### src/hdl/rgbc_pkg.sv
// Shared types and constants for the RGB 3x3 normalized convolution block.
// No dependencies; imported by every module of the block except rgbc_line_mem.
`default_nettype none

package rgbc_pkg;

   // packed pixel: blue 23:16, green 15:8, red 7:0
   localparam int PIX_W  = 24;
   localparam int ROW_W  = 48;   // one coefficient row, left tap in 47:32
   localparam int SLOT_W = 16;   // one tap slot inside a coefficient row
   localparam int ACC_W  = 28;   // 9 * 255 * 2^15 fits signed 28 bits
   localparam int KSUM_W = 20;   // 9 * 2^15 fits signed 20 bits
   localparam int NUM_TAPS = 9;

   localparam logic [7:0] BYTE_MAX = 8'hFF;

   // configuration register indexes
   localparam logic [2:0] CSR_FRAME_WIDTH  = 3'd0;
   localparam logic [2:0] CSR_FRAME_HEIGHT = 3'd1;
   localparam logic [2:0] CSR_COEF_TOP     = 3'd2;
   localparam logic [2:0] CSR_COEF_MIDDLE  = 3'd3;
   localparam logic [2:0] CSR_COEF_BOTTOM  = 3'd4;

   // reset values of the configuration registers
   localparam logic [10:0]      FRAME_WIDTH_RST  = 11'd640;
   localparam logic [12:0]      FRAME_HEIGHT_RST = 13'd480;
   localparam logic [ROW_W-1:0] COEF_TOP_RST     = 48'h0;
   localparam logic [ROW_W-1:0] COEF_MIDDLE_RST  = 48'h0000_0001_0000;
   localparam logic [ROW_W-1:0] COEF_BOTTOM_RST  = 48'h0;

   typedef logic [PIX_W-1:0] pixel_type;

   // sums of one window, channel 0 blue, 1 green, 2 red
   typedef struct packed {
      logic [2:0][ACC_W-1:0] acc;
      logic [KSUM_W-1:0]     ksum;
   } sums_type;

   // job handed from the control to the divider
   typedef struct packed {
      logic     start;
      logic     last;
      sums_type sums;
   } div_job_type;

endpackage

`default_nettype wire

### src/hdl/rgbc_div.sv
// Bit-serial divider for the three channel sums by the kernel sum, with
// clamp to 0..255 and the result output register. Depends on rgbc_pkg.
`default_nettype none

module rgbc_div (
   input  wire logic                  clock,
   input  wire logic                  reset,
   input  wire rgbc_pkg::div_job_type job,
   output logic                       free,
   output logic                       rsp_tvalid,
   input  wire logic                  rsp_tready,
   output logic [23:0]                rsp_tdata,   // red_out, green_out, blue_out
   output logic                       rsp_tlast    // last_of_frame
);
   import rgbc_pkg::*;

   localparam int CNT_W = $clog2(ACC_W);

   logic                  busy_ff, busy_in;
   logic                  oval_ff, oval_in;
   logic [CNT_W-1:0]      cnt_ff, cnt_in;
   logic [2:0][ACC_W-1:0] dvd_ff, dvd_in;
   logic [2:0][KSUM_W-1:0] rem_ff, rem_in;
   logic [KSUM_W-1:0]     dmag_ff, dmag_in;
   logic [2:0]            neg_ff, neg_in;
   logic                  last_ff, last_in;
   logic [2:0][7:0]       res_ff, res_in;
   logic                  olast_ff, olast_in;

   logic signed [KSUM_W-1:0] dsor;
   logic signed [ACC_W-1:0]  a_s;
   logic [KSUM_W-1:0]        trial;
   logic                     ge;

   always_comb begin
      busy_in  = busy_ff;
      oval_in  = oval_ff;
      cnt_in   = cnt_ff;
      dvd_in   = dvd_ff;
      rem_in   = rem_ff;
      dmag_in  = dmag_ff;
      neg_in   = neg_ff;
      last_in  = last_ff;
      res_in   = res_ff;
      olast_in = olast_ff;
      dsor     = '0;
      a_s      = '0;
      trial    = '0;
      ge       = 1'b0;

      // result register empties on a transfer
      if (oval_ff && rsp_tready) begin
         oval_in = 1'b0;
      end

      if (job.start) begin
         // zero kernel sum divides by one
         dsor = (job.sums.ksum == '0) ? KSUM_W'(1) : $signed(job.sums.ksum);
         dmag_in = dsor[KSUM_W-1] ? KSUM_W'(-dsor) : dsor;
         for (int c = 0; c < 3; c++) begin
            a_s       = $signed(job.sums.acc[c]);
            neg_in[c] = a_s[ACC_W-1] ^ dsor[KSUM_W-1];
            dvd_in[c] = a_s[ACC_W-1] ? ACC_W'(-a_s) : a_s;
         end
         rem_in  = '0;
         cnt_in  = '0;
         last_in = job.last;
         busy_in = 1'b1;
      end else if (busy_ff) begin
         // one restoring step per channel
         for (int c = 0; c < 3; c++) begin
            trial     = {rem_ff[c][KSUM_W-2:0], dvd_ff[c][ACC_W-1]};
            ge        = trial >= dmag_ff;
            rem_in[c] = ge ? trial - dmag_ff : trial;
            dvd_in[c] = {dvd_ff[c][ACC_W-2:0], ge};
         end
         if (cnt_ff == CNT_W'(ACC_W - 1)) begin
            busy_in  = 1'b0;
            oval_in  = 1'b1;
            olast_in = last_ff;
            // negative quotient clamps to zero, large ones to full scale
            for (int c = 0; c < 3; c++) begin
               if (neg_ff[c]) begin
                  res_in[c] = '0;
               end else if (dvd_in[c] > ACC_W'(BYTE_MAX)) begin
                  res_in[c] = BYTE_MAX;
               end else begin
                  res_in[c] = dvd_in[c][7:0];
               end
            end
         end else begin
            cnt_in = cnt_ff + CNT_W'(1);
         end
      end
   end

   always_ff @(posedge clock) begin
      if (reset) begin
         busy_ff <= 1'b0;
         oval_ff <= 1'b0;
      end else begin
         busy_ff <= busy_in;
         oval_ff <= oval_in;
      end
   end

   always_ff @(posedge clock) begin
      cnt_ff   <= cnt_in;
      dvd_ff   <= dvd_in;
      rem_ff   <= rem_in;
      dmag_ff  <= dmag_in;
      neg_ff   <= neg_in;
      last_ff  <= last_in;
      res_ff   <= res_in;
      olast_ff <= olast_in;
   end

   assign free       = !busy_ff && !oval_ff;
   assign rsp_tvalid = oval_ff;
   assign rsp_tdata  = {res_ff[2], res_ff[1], res_ff[0]};
   assign rsp_tlast  = olast_ff;

endmodule

`default_nettype wire
### config.mk
export PLATFORM = sky130hd
export DESIGN_NAME = rgbc_div
export DESIGN_NICKNAME = d
export VERILOG_FILES = /design/src/hdl/rgbc_pkg.sv /design/src/hdl/rgbc_div.sv
export SDC_FILE = /design/constraint.sdc
export NUM_CORES = 1
export LEC_CHECK = 0
export ABC_AREA = 1
export BUFFER_PORTS_ARGS = -buffer_cell sky130_fd_sc_hd__buf_4
export CAP_MARGIN = 20
export CORE_ASPECT_RATIO = 1.4
export CORE_MARGIN = 2
export CORE_UTILIZATION = 60
export CTS_BUF_LIST = sky130_fd_sc_hd__clkbuf_4 sky130_fd_sc_hd__clkbuf_8
export DETAILED_ROUTE_END_ITERATION = 12
export PLACE_DENSITY = 0.89
export SKIP_CTS_REPAIR_TIMING = 1
export SYNTH_ARGS = -nofsm -noshare
export SYNTH_HDL_FRONTEND = slang
export SYNTH_SLANG_ARGS = --single-unit
### constraint.sdc
create_clock -name clock -period 6.06 [get_ports clock]
set_input_delay 1.515 -clock clock [delete_from_list [all_inputs] [get_ports clock]]
set_output_delay 1.515 -clock clock [all_outputs]
set_load 0.03 [all_outputs]
=== Word-level counts from Yosys, hierarchy flattened ===
Cells that the tools add are included.

* Bitwise operators: 5
* Eq/ne operators: 1
* $lt $le $gt $ge: 6
* Add/subtract/negate cells: 8
* Multiplexer cells: 20
* Reductions and logical operators: 8

{| class="wikitable"
|+ Operators by type and width
! kind !! count
|-
| 2-to-1 mux 84 bit || 2
|-
| greater-than comparator 28 x 8 -> 1 bit (second input constant) || 3
|-
| 2-to-1 mux 28 bit || 3
|-
| negator 28 bit || 3
|-
| 2-to-1 mux 19 bit || 4
|-
| >= comparator 20 bit || 3
|-
| subtractor 19 bit || 3
|-
| 2-to-1 mux 8 bit || 3
|-
| zero test 20 bit || 1
|-
| 2-to-1 mux 20 bit || 1
|-
| negator 20 bit || 1
|-
| 2-to-1 mux 1 bit || 7
|-
| adder 5 x 1 -> 5 bit (second input constant) || 1
|-
| == test 5 bit (second input constant) || 1
|-
| AND reduction 3 bit || 1
|-
| XOR 1 bit || 3
|-
| logical AND 1 bit || 2
|-
| zero test 1 bit || 2
|-
| inverter 1 bit || 2
|-
| AND reduction 2 bit || 1
|-
| nonzero test 2 bit || 1
|}

* Bits of input ports: 109
* Register bits: 197
* Word-level logic and storage cells: 65

=== Depth between registers and ports, before layout ===
* Depth in word-level cells: 5
* Gate-level depth with buffers: 17

=== Worst setup path after synthesis ===
No wires, ideal clock.

* Path type: input to register
* From: input port job[105] in the netlist's numbering
* To: register dvd_ff[0] in the netlist's numbering, enable pin
* Data arrival time: 4495 ps
* Setup slack: 1084 ps
* Stages: 4
* Required time: 5579 ps
* Path through: clkbuf_1 nor2_1 clkinv_1 clkbuf_1

* Word-level cells in the longest chain between the ends: 1

{| class="wikitable"
|+ RTL lines
! what !! RTL line !! source
|-
| start: declaration || rgbc_div.sv:8 || <nowiki>input wire rgbc_pkg::div_job_type job,</nowiki>
|-
| nonzero test 2 bit (no source line) || n/a ||
|-
| end signal: assignment || rgbc_div.sv:109 || <nowiki>dvd_ff <= dvd_in;</nowiki>
|-
| end: declaration || rgbc_div.sv:22 || <nowiki>logic [2:0][ACC_W-1:0] dvd_ff, dvd_in;</nowiki>
|}

No other way between the ends.
A chain may end at the register's enable or synchronous reset.

==> flow_metrics.py <==
metrics = {
    "sta": {
        "setup_viol": 0,
        "finalHoldViolCount": 0,
        "slew_viol_final": 0,
        "fin_crit_ps": 3549,
        "timing.hold.ws_ps": 443.3,
        "fmax_mhz": 281.8,
        "finalSetupTns_ps": 0,
        "grt_setup_unrepaired": "false",
        "min_period_over_period": 0.5856,
        "maxSlewHeadroom": 0.3151,
        "layout_setup_ws_ps": 2511,
        "clock-skew-final_ps": 22.34,
        "worst_slew_pin_slew_ps": 1027,
    },
    "power_and_ir_drop": {
        "ir_drop_uv": 174.8,
        "p_leak_nw": 7.976,
        "total_power_mw": 3.175,
        "powerDensity_nw_per_um2": 195.6,
    },
    "logic_synthesis": {
        "synth_top_area_share": 0.2739,
        "avgSynthCellArea_um2": 6.940,
        "yosysSeqAreaShare": 0.3618,
        "yosysTopAreaCell": "edfxtp_1",
        "synth_fp_nets": 2278,
        "synth_area_leaders": "edfxtp_1 27%, nand2_1 16%, dfxtp_1 8.8%",
        "syn_inst": 2101,
        "synth_area_um2": 14580,
        "synth_warnings": 0,
        "synthDistinctLibCells": 44,
        "ys_ff_latch": 197,
    },
    "worst_hold_path": {
        "hold_path.class": "register to register",
    },
    "route": {
        "wl_mm": 39.36,
        "detail_route.first_pass.iterations": 6,
        "vias": 14450,
        "drc": 0,
        "final_antenna_net_count": 0,
        "wl_per_cell_um": 15.56,
        "dr.first_iter.drc_count": 1210,
        "drt-vias-per-instance": 5.711,
    },
    "global_routing": {
        "antenna_found_initial": 0,
        "overflow": 0,
        "grt_max_degree": 89,
        "grt_util_all_layers": 0.3081,
        "grt_pass1_wl_mm": 63.65,
        "grt_pass1_vias": 14010,
    },
    "job": {
        "max_cap_violations": 0,
    },
    "cts": {
        "insertion_delay_ps": 500,
        "cts.root.buffer_cell": "clkbuf_8",
        "cts_buffer_depth": 2,
        "cts_tree": "built",
        "cts_max_level": 4,
        "clk_transition_reported_paths_ps": 100,
        "cts.sinks": 197,
        "cts_inserted_buffers": 17,
    },
    "floorplan": {
        "design.die.area_um2": 25580,
        "row_count": 67,
        "fp.dieH_um": 188.4,
        "die_w_um": 135.7,
        "ios": 136,
        "coreArea_um2": 23890,
        "start_util": 0.6103,
    },
    "worst_setup_path": {
        "cp.buffers_inverters": 3,
        "startpoint_type": "input pin",
        "crit_family": "buffers and inverters",
        "arrival_ps": 3870,
        "worstPathCellList": "buf_4 > inv_2 > buf_4 > nor3_1 > nand3_1 > o22ai_1",
        "cp_max_fo": 88,
        "crit_top_cell": "buf_4",
        "cpPeakStageDelay_ps": 710,
        "end_kind": "register",
        "critPathKind": "input pin to register",
        "crit_required_ps": 6390,
        "crit_slowest_cell": "buf_4",
    },
    "place": {
        "dp_worst_setup_slack_ps": 2076,
        "placed_cells_incl_taps": 2496,
        "gp_congestion": 0.9559,
        "port_buffers": 135,
        "post-dp-hpwl_mm": 29.34,
        "placed_cell_area_um2": 15750,
    },
    "layout": {
        "fillers": 1975,
        "final_cell_mix": "634 x nand2_1, 287 x inv_1, 221 x nand3_1",
        "fin_util": 0.6794,
        "area_growth_pct": 11.33,
        "stdcell_count": 2530,
        "final_nets": 2384,
        "drive_gt1_frac": 0.09865,
        "fin_area_um2": 16230,
        "mostFrequentLayoutCell": "nand2_1",
        "antennaDiodeCount": 0,
    },
    "outcome": {
        "status": "complete, no violations",
    },
}
area by class of cell:
type                            count  area [µm²]  area share
Clock inverter                     14       205.2     0.01264
Inverter                          297        1117     0.06884
Sequential cell                   197        5275      0.3250
Timing Repair Buffer              145        1112     0.06853
Multi-Input combinational cell   1549        7893      0.4862
Clock buffer                       18       241.5     0.01488
Tap cell                          310       387.9     0.02390
state kept, by name, indices dropped and copies added (netlist names):
signal / count
dmag_ff: 20
rsp_tvalid: 1
rsp_tdata: 24
busy_ff: 1
cnt_ff: 5
last_ff: 1
rsp_tlast: 1
neg_ff: 3
rem_ff: 57
dvd_ff: 84
routing by layer:
metal	share of wire	vias to the layer above	wire length [µm]	global-route usage
met1	0.37	6613	14660	0.3394
met2	0.52	622	20320	0.5596
li1	-	7058	-	-
met4	0.054	0	2108	0.1787
met3	0.058	156	2274	0.03982
met5	0	-	0	0
report_power, final:
group | switching (mW) | internal, mW
clock | 0.510 | 0.448
sequential | 0.0504 | 1.55
combinational | 0.404 | 0.217
total | 0.965 | 2.21
worst reg2reg max path, delay by kind of cell (launching register included):
kind,cells,cell delay (ps)
DFF,1,520
buffers and inverters,1,100
and+or+nand+nor,11,1940
adders and majority gates,2,730
cell families after synthesis:
logic type | Yosys count | share of synthesized area
compound gates | 234 | 0.08513
xor+xnor | 80 | 0.04806
buf+inv | 355 | 0.09757
flops | 197 | 0.3618
fa+ha+maj | 68 | 0.05990
simple gates | 1167 | 0.3476
Yosys cell counts (all sizes together):
library cell    n
o21ai         143
a31oi          10
fa              3
nand3b         35
o31ai          10
inv           293
ha             65
a21oi          57
nand4          28
a21o            1
nor4           15
nand3         226
o41ai           1
xnor2          39
o21bai          3
o211ai          4
clkinv          4
and2            4
clkbuf         31
xor2           41
nor2          182
nor3           25
o21a            2
o22ai           3
dfxtp          64
nand2         645
nor3b           2
edfxtp        133
buf            27
or2             5
path summary, 6_finish.rpt:
kind | from | to | slack, ps | cells past startpoint
setup / recovery | job[105] | dvd_ff[83] | 2510 | 6
hold / removal | last_ff | rsp_tlast | 440 | 0
setup reg to reg | dmag_ff[0] | rem_ff[11] | 2700 | 14
hold reg to reg | last_ff | rsp_tlast | 440 | 0
Note: power is estimated with default switching activity, not from simulation.
