--- src/hdl/rgbc_pkg.sv ---
// Shared types and constants for the RGB 3x3 normalized convolution block.
// No dependencies; imported by every module of the block except rgbc_line_mem.
`default_nettype none

package rgbc_pkg;

   // packed pixel: blue 23:16, green 15:8, red 7:0
   localparam int PIX_W  = 24;
   localparam int ROW_W  = 48;   // one coefficient row, left tap in 47:32
   localparam int SLOT_W = 16;   // one tap slot inside a coefficient row
   localparam int ACC_W  = 28;   // 9 * 255 * 2^15 fits signed 28 bits
   localparam int KSUM_W = 20;   // 9 * 2^15 fits signed 20 bits
   localparam int NUM_TAPS = 9;

   localparam logic [7:0] BYTE_MAX = 8'hFF;

   // configuration register indexes
   localparam logic [2:0] CSR_FRAME_WIDTH  = 3'd0;
   localparam logic [2:0] CSR_FRAME_HEIGHT = 3'd1;
   localparam logic [2:0] CSR_COEF_TOP     = 3'd2;
   localparam logic [2:0] CSR_COEF_MIDDLE  = 3'd3;
   localparam logic [2:0] CSR_COEF_BOTTOM  = 3'd4;

   // reset values of the configuration registers
   localparam logic [10:0]      FRAME_WIDTH_RST  = 11'd640;
   localparam logic [12:0]      FRAME_HEIGHT_RST = 13'd480;
   localparam logic [ROW_W-1:0] COEF_TOP_RST     = 48'h0;
   localparam logic [ROW_W-1:0] COEF_MIDDLE_RST  = 48'h0000_0001_0000;
   localparam logic [ROW_W-1:0] COEF_BOTTOM_RST  = 48'h0;

   typedef logic [PIX_W-1:0] pixel_type;

   // sums of one window, channel 0 blue, 1 green, 2 red
   typedef struct packed {
      logic [2:0][ACC_W-1:0] acc;
      logic [KSUM_W-1:0]     ksum;
   } sums_type;

   // job handed from the control to the divider
   typedef struct packed {
      logic     start;
      logic     last;
      sums_type sums;
   } div_job_type;

endpackage

`default_nettype wire

--- src/hdl/rgbc_mac.sv ---
// Tap sequencer: walks the nine window taps, one per cycle, building the
// three channel sums and the kernel sum. Depends on rgbc_pkg.
`default_nettype none

module rgbc_mac #(
   parameter int TAP_BITS = 16
) (
   input  wire logic                               clock,
   input  wire logic                               reset,
   input  wire logic                               start,
   input  wire logic [rgbc_pkg::NUM_TAPS-1:0]      mask,
   input  wire rgbc_pkg::pixel_type [rgbc_pkg::NUM_TAPS-1:0] win,
   input  wire logic [2:0][rgbc_pkg::ROW_W-1:0]    coef,
   output logic                                    done,
   output rgbc_pkg::sums_type                      sums
);
   import rgbc_pkg::*;

   logic              busy_ff, busy_in;
   logic              done_ff, done_in;
   logic [3:0]        k_ff, k_in;
   logic [1:0]        row_ff, row_in;
   logic [1:0]        col_ff, col_in;
   logic [2:0][ACC_W-1:0] acc_ff, acc_in;
   logic [KSUM_W-1:0] ksum_ff, ksum_in;

   logic [SLOT_W-1:0]        raw;
   logic signed [SLOT_W-1:0] tap;
   pixel_type                pix;
   logic signed [24:0]       prod [3];

   // tap slot of the current kernel position
   always_comb begin
      case (col_ff)
         2'd0:    raw = coef[row_ff][47:32];
         2'd1:    raw = coef[row_ff][31:16];
         default: raw = coef[row_ff][15:0];
      endcase
      tap = SLOT_W'(signed'(raw[TAP_BITS-1:0]));
      pix = mask[k_ff] ? win[k_ff] : '0;
      prod[0] = $signed({1'b0, pix[23:16]}) * tap;
      prod[1] = $signed({1'b0, pix[15:8]}) * tap;
      prod[2] = $signed({1'b0, pix[7:0]}) * tap;
   end

   // sequencer
   always_comb begin
      busy_in = busy_ff;
      done_in = 1'b0;
      k_in    = k_ff;
      row_in  = row_ff;
      col_in  = col_ff;
      acc_in  = acc_ff;
      ksum_in = ksum_ff;
      if (start) begin
         busy_in = 1'b1;
         k_in    = '0;
         row_in  = '0;
         col_in  = '0;
         acc_in  = '0;
         ksum_in = '0;
      end else if (busy_ff) begin
         for (int c = 0; c < 3; c++) begin
            acc_in[c] = ACC_W'($signed(acc_ff[c]) + ACC_W'(prod[c]));
         end
         ksum_in = KSUM_W'($signed(ksum_ff) + KSUM_W'(tap));
         if (k_ff == 4'(NUM_TAPS - 1)) begin
            busy_in = 1'b0;
            done_in = 1'b1;
         end else begin
            k_in = k_ff + 4'd1;
            if (col_ff == 2'd2) begin
               col_in = '0;
               row_in = row_ff + 2'd1;
            end else begin
               col_in = col_ff + 2'd1;
            end
         end
      end
   end

   always_ff @(posedge clock) begin
      if (reset) begin
         busy_ff <= 1'b0;
         done_ff <= 1'b0;
      end else begin
         busy_ff <= busy_in;
         done_ff <= done_in;
      end
   end

   always_ff @(posedge clock) begin
      k_ff    <= k_in;
      row_ff  <= row_in;
      col_ff  <= col_in;
      acc_ff  <= acc_in;
      ksum_ff <= ksum_in;
   end

   assign done = done_ff;
   assign sums = {acc_ff, ksum_ff};

endmodule

`default_nettype wire

--- config.mk ---
export PLATFORM = sky130hd
export DESIGN_NAME = rgbc_mac
export DESIGN_NICKNAME = d
export VERILOG_FILES = /design/src/hdl/rgbc_pkg.sv /design/src/hdl/rgbc_mac.sv
export SDC_FILE = /design/constraint.sdc
export NUM_CORES = 2
export LEC_CHECK = 0
export ABC_AREA = 1
export BUFFER_PORTS_ARGS = -buffer_cell sky130_fd_sc_hd__buf_2
export CORE_ASPECT_RATIO = 1.5
export CORE_UTILIZATION = 40
export CTS_CLUSTER_DIAMETER = 30
export DETAILED_ROUTE_END_ITERATION = 8
export GPL_ROUTABILITY_DRIVEN = 0
export REMOVE_ABC_BUFFERS = 1
export SKIP_CTS_REPAIR_TIMING = 1
export SLEW_MARGIN = 20
export SYNTH_ARGS = -nofsm -noshare
export SYNTH_HDL_FRONTEND = slang
export SYNTH_SLANG_ARGS = --single-unit
--- constraint.sdc ---
create_clock -name clock -period 5.49 [get_ports clock]
set_input_delay 0.549 -clock clock [delete_from_list [all_inputs] [get_ports clock]]
set_output_delay 0.549 -clock clock [all_outputs]
set_load 0.05 [all_outputs]
### Word-level counts from Yosys, hierarchy flattened

Cells that the tools add are included.

| storage, ports and cells | value |
|---|---|
| bits of input ports | 372 |
| logic and storage cells | 43 |
| flip-flop bits (word level) | 114 |
| output and inout port bits | 105 |

| operators by class | value |
|---|---|
| add/subtract/negate cells | 7 |
| reductions and logical operators | 4 |
| $mul | 3 |
| bitwise operators | 2 |
| muxes and demuxes | 13 |
| equality and inequality tests | 3 |
| order comparisons | 2 |

Operators with widths:

| kind | number |
|---|---|
| $bmux 24 s4 | 1 |
| $bmux 48 s2 | 1 |
| $add 28x25->28 | 3 |
| $mul 9x16->25 | 3 |
| $mux 24 | 2 |
| $mux 48 | 1 |
| $pmux 16 s2 | 1 |
| $add 20x16->20 | 1 |
| $lt 4x5->1 const B | 1 |
| $mux 1 | 5 |
| $add 2x1->2 const B | 2 |
| $add 4x1->4 const B | 1 |
| $bmux 1 s4 | 1 |
| $eq 4x4->1 const B | 1 |
| $lt 2x3->1 const B | 1 |
| $reduce_and 3->1 | 1 |
| $reduce_or 3->1 | 1 |
| $eq 2x1->1 const B | 1 |
| $eq 2x2->1 const B | 1 |
| $logic_not 2->1 | 1 |
| $mux 2 | 1 |
| $not 1->1 | 2 |
| $reduce_and 2->1 | 1 |

### Longest topological paths before layout

| depth | value |
|---|---|
| word-level depth | 5 |
| gate-level depth with buffers | 35 |
| mapped depth without buffers | 31 |

### Worst setup path after synthesis

Ideal clock, no wire load.

| timing | value |
|---|---|
| path kind | reg2reg |
| from | register k_ff[0] |
| to | register acc_ff, in the netlist sums[98] |
| cell stages (with the launch flop) | 33 |
| slack | -243 ps |
| data required time | 5375 ps |
| clock period less this slack | 5733 ps |
| buffers on the path | 4 |
| library setup time | 115 ps |
| arrival | 5618 ps |
| cells stage by stage | dfxtp_1 buf_6 inv_4 buf_6 nor2_1 o221ai_2 nand3_1 o21ai_2 buf_6 nand2_2 inv_2 buf_6 nand2_1 fa_1 inv_1 fa_1 inv_1 fa_1 inv_1 fa_1 inv_1 fa_1 inv_1 ha_1 nand2_1 inv_1 nand2_1 nor3_1 nand3_1 nand3_1 nor2_1 o21ai_0 inv_1 |

| on the way | value |
|---|---|
| longest elaborated chain between the ends | 5 |
| elaborated cells on any way between the ends | 7 |
| classes of those cells | add/sub (1); mul (1); mux (5) |

RTL lines:

| item | line | RTL |
|---|---|---|
| start: declaration | rgbc_mac.sv:21 | `logic [3:0] k_ff, k_in;` |
| start signal: assignment | rgbc_mac.sv:93 | `k_ff <= k_in;` |
| $bmux 24 s4 / $bmux 1 s4 (equally long branches) | rgbc_mac.sv:40 | `pix = mask[k_ff] ? win[k_ff] : '0;` |
| $mux 24 (implied by the code) / $mux 1 (equally long branches) | rgbc_mac.sv:40 |  |
| $mux 24 * | rgbc_mac.sv:40 |  |
| $mul 9x16->25 * | rgbc_mac.sv:43 | `prod[2] = $signed({1'b0, pix[7:0]}) * tap;` |
| $add 28x25->28 * | rgbc_mac.sv:64 | `acc_in[c] = ACC_W'($signed(acc_ff[c]) + ACC_W'(prod[c]));` |
| end signal: assignment | rgbc_mac.sv:96 | `acc_ff <= acc_in;` |
| end: declaration | rgbc_mac.sv:24 | `logic [2:0][ACC_W-1:0] acc_ff, acc_in;` |

Mark *: on every way between the ends. The rest lies on a longest branch, timed or not. The select of a mux whose other input is x is not followed.
A chain may end at the register's enable or synchronous reset.

### Worst setup path after layout

| timing | value |
|---|---|
| from | register k_ff[0] |
| to | register acc_ff, in the netlist sums[39] |

| on the way | value |
|---|---|
| longest elaborated chain between the ends | 5 |
| elaborated cells on any way between the ends | 7 |
| classes of those cells | add/sub (1); mul (1); mux (5) |

RTL lines:

| item | line | RTL |
|---|---|---|
| $bmux 24 s4 / $bmux 1 s4 (equally long branches) | rgbc_mac.sv:40 |  |
| $mux 24 (implied by the code) / $mux 1 (equally long branches) | rgbc_mac.sv:40 |  |
| $mux 24 * | rgbc_mac.sv:40 |  |
| $mul 9x16->25 * | rgbc_mac.sv:41 | `prod[0] = $signed({1'b0, pix[23:16]}) * tap;` |
| $add 28x25->28 * | rgbc_mac.sv:64 |  |

Marks and branches as above.

==> impl_metrics.yaml <==
outcome:
  status: "finished, violations left"
  violations: "setup timing"
run:
  maxCapViolations: 0
detailed_routing:
  viasPerCell: 5.156
  drt_iter0_markers: 1915
  drc_errors: 0
  wl_per_cell_um: 20.10
  routed_wl_um: 109800
  ant_nets: 0
  dr.pass1.iters: 5
  num_vias: 28160
sta:
  max_freq_mhz: 164.7
  hold_violations: 0
  fin_crit_ns: 6.073
  rsz0062_at_grt: "yes"
  finalCritPeriodShare: 1.106
  finalSetupViolations: 64
  drv_slew: 0
  tightest_slew_ns: 1.103
  fin_ws_ns: -0.5825
  slew_headroom: 0.2628
  finClkSkew_ns: 0.01450
synth:
  synth.distinct_cells: 42
  synth-seq-cells: 114
  ys.flop_type: "dfxtp_1"
  synth_edf_count: 0
  synth_area_leaders: "fa_1, inv_1, ha_1, nand2_1, dfxtp_1"
  ys.warnings.count: 0
  syn-instance-count: 3776
  synth_top_area_share: 0.2928
  synth_area_mm2: 0.02632
  ys_seq_area_frac: 0.08670
  syn_avg_cell_area_um2: 6.971
  async_flop_share: 0
  synth.most_common_cell: "inv_1"
  yosysTopAreaCell: "fa_1"
  synthTopCellsByCount: "inv_1, nand2_1, nor2_1"
placement:
  io_buffers: 476
  dp_worst_setup_slack_ns: -0.8147
  dpl.hpwl_um: 88520
clock_tree:
  insertion_delay_ns: 0.50
  htreeDepth: 4
  cts_tree: "yes"
  cts_num_sinks: 114
  cts_inserted_buffers: 17
  clkTransAtPathRegs_ns: 0.07
  cts_max_path_buffers: 2
  clockRootBuffer: "clkbuf_16"
floorplan:
  ios: 477
  fp.dieW_um: 211.5
  rows: 114
  core_area_mm2: 0.06476
  die_area_mm2: 0.06686
  start_util: 0.4065
  die_height_um: 316.2
critical_path:
  cp_slowest_cell: "fa_1"
  endpoint_kind: "flip-flop"
  crit_arrival_ns: 6.47
  critPathRequiredTime_ns: 5.88
  cp_max_fo: 9
  worst-setup-path-type: "reg -> reg"
  worst_setup_path_start_kind: "flip-flop"
  reg2reg_slack_ns: -0.58
  slowest_delay_ns: 0.56
layout:
  num-fill-cells: 6360
  final_nets: 5537
  drive_gt1_frac: 0.2846
  area_growth_pct: 34.03
global_route:
  grt_overflow: 0
  grt_pass1_vias: 28330
  grt_pass1_wl_um: 160200
  grt_start_max_net_pins: 72
  grt.total_usage: 0.3220
  antenna_found_initial: 6
hold_path:
  hold_path_class: "in -> reg"
-- metal layers --
metal | wire (µm) | share of wire | track usage | vias to the layer above
met5 | 25 | 0.00023 | 0 | -
met4 | 7270 | 0.066 | 0.1877 | 4
met3 | 8831 | 0.080 | 0.06745 | 319
met2 | 53230 | 0.48 | 0.5650 | 1171
met1 | 40410 | 0.37 | 0.3588 | 13430
li1 | - | - | - | 13240
-- through the flow --
step                      hold slack (ns)  instance area [µm²]  cells  setup TNS [ns]    util
after floorplan                    0.4989                25480   3631         -192.30       -
after global placement             0.4923                32770   5409          -38.30  0.5061
after detailed placement           0.5128                32770   5409          -39.99  0.5061
after CTS                          0.2120                33410   5441          -42.53  0.5159
after global routing               0.2260                35280   5461          -44.49  0.5448
final                              0.2248                35280   5462          -28.39  0.5448
-- cells in the final DEF, fill, tap and decap left out, types with 56 or more instances in the layout --
master	instances
fa_1	375
nand3_1	127
buf_4	381
o211ai_1	58
o21ai_0	225
ha_1	154
nor2_2	57
dfxtp_1	109
nor2_1	507
nand2_2	56
a21oi_1	135
buf_2	476
o21ai_1	59
inv_1	808
nand2_1	557
-- registers in the layout, indices dropped and copies added, names as in the netlist --
register and cells:
busy_ff 1, k_ff 4, sums 84, col_ff 2, ksum_ff 20, done 1
row_ff 2
-- logic make-up (layout without fill, tap and decap cells) --
kind of cell,after synthesis,count (layout),synth area share
compound gates,621,621,0.1330
xor+xnor,49,49,0.01630
fa+ha+maj,589,589,0.3898
buf+inv,991,1804,0.1527
flops,114,114,0.08670
other cells,0,3,0
simple gates,1412,1412,0.2216
-- layout make-up --
type                    instances  area [µm²]  share of cell area
inverters                     846        3211             0.09100
diodes                          3       7.507           0.0002128
flip-flops and latches        114        2298             0.06515
well taps                     870        1089             0.03085
multi-input cells            2671       21520              0.6100
clock inverters                 8       122.6            0.003475
repair buffers                926        6520              0.1848
clock buffers                  24       513.0             0.01454
-- path summary, 6_finish.rpt --
kind / start / end / cells past startpoint
max: k_ff[0] / sums[39] / 30
max reg2reg: k_ff[0] / sums[39] / 30
min reg2reg: sums[87] / sums[87] / 2
min: reset / busy_ff / 2
-- critical path, delay by kind of cell (launching register included) --
| family | cells | cell delay [ns] |
|---|---|---|
| simple gates | 8 | 0.65 |
| compound gates | 4 | 0.69 |
| fa+ha+maj | 6 | 2.89 |
| buf+inv | 12 | 1.34 |
| flops | 1 | 0.39 |
Power is not shown: default switching activity piles up to over one toggle a cycle in this logic, so the estimate is an artifact.
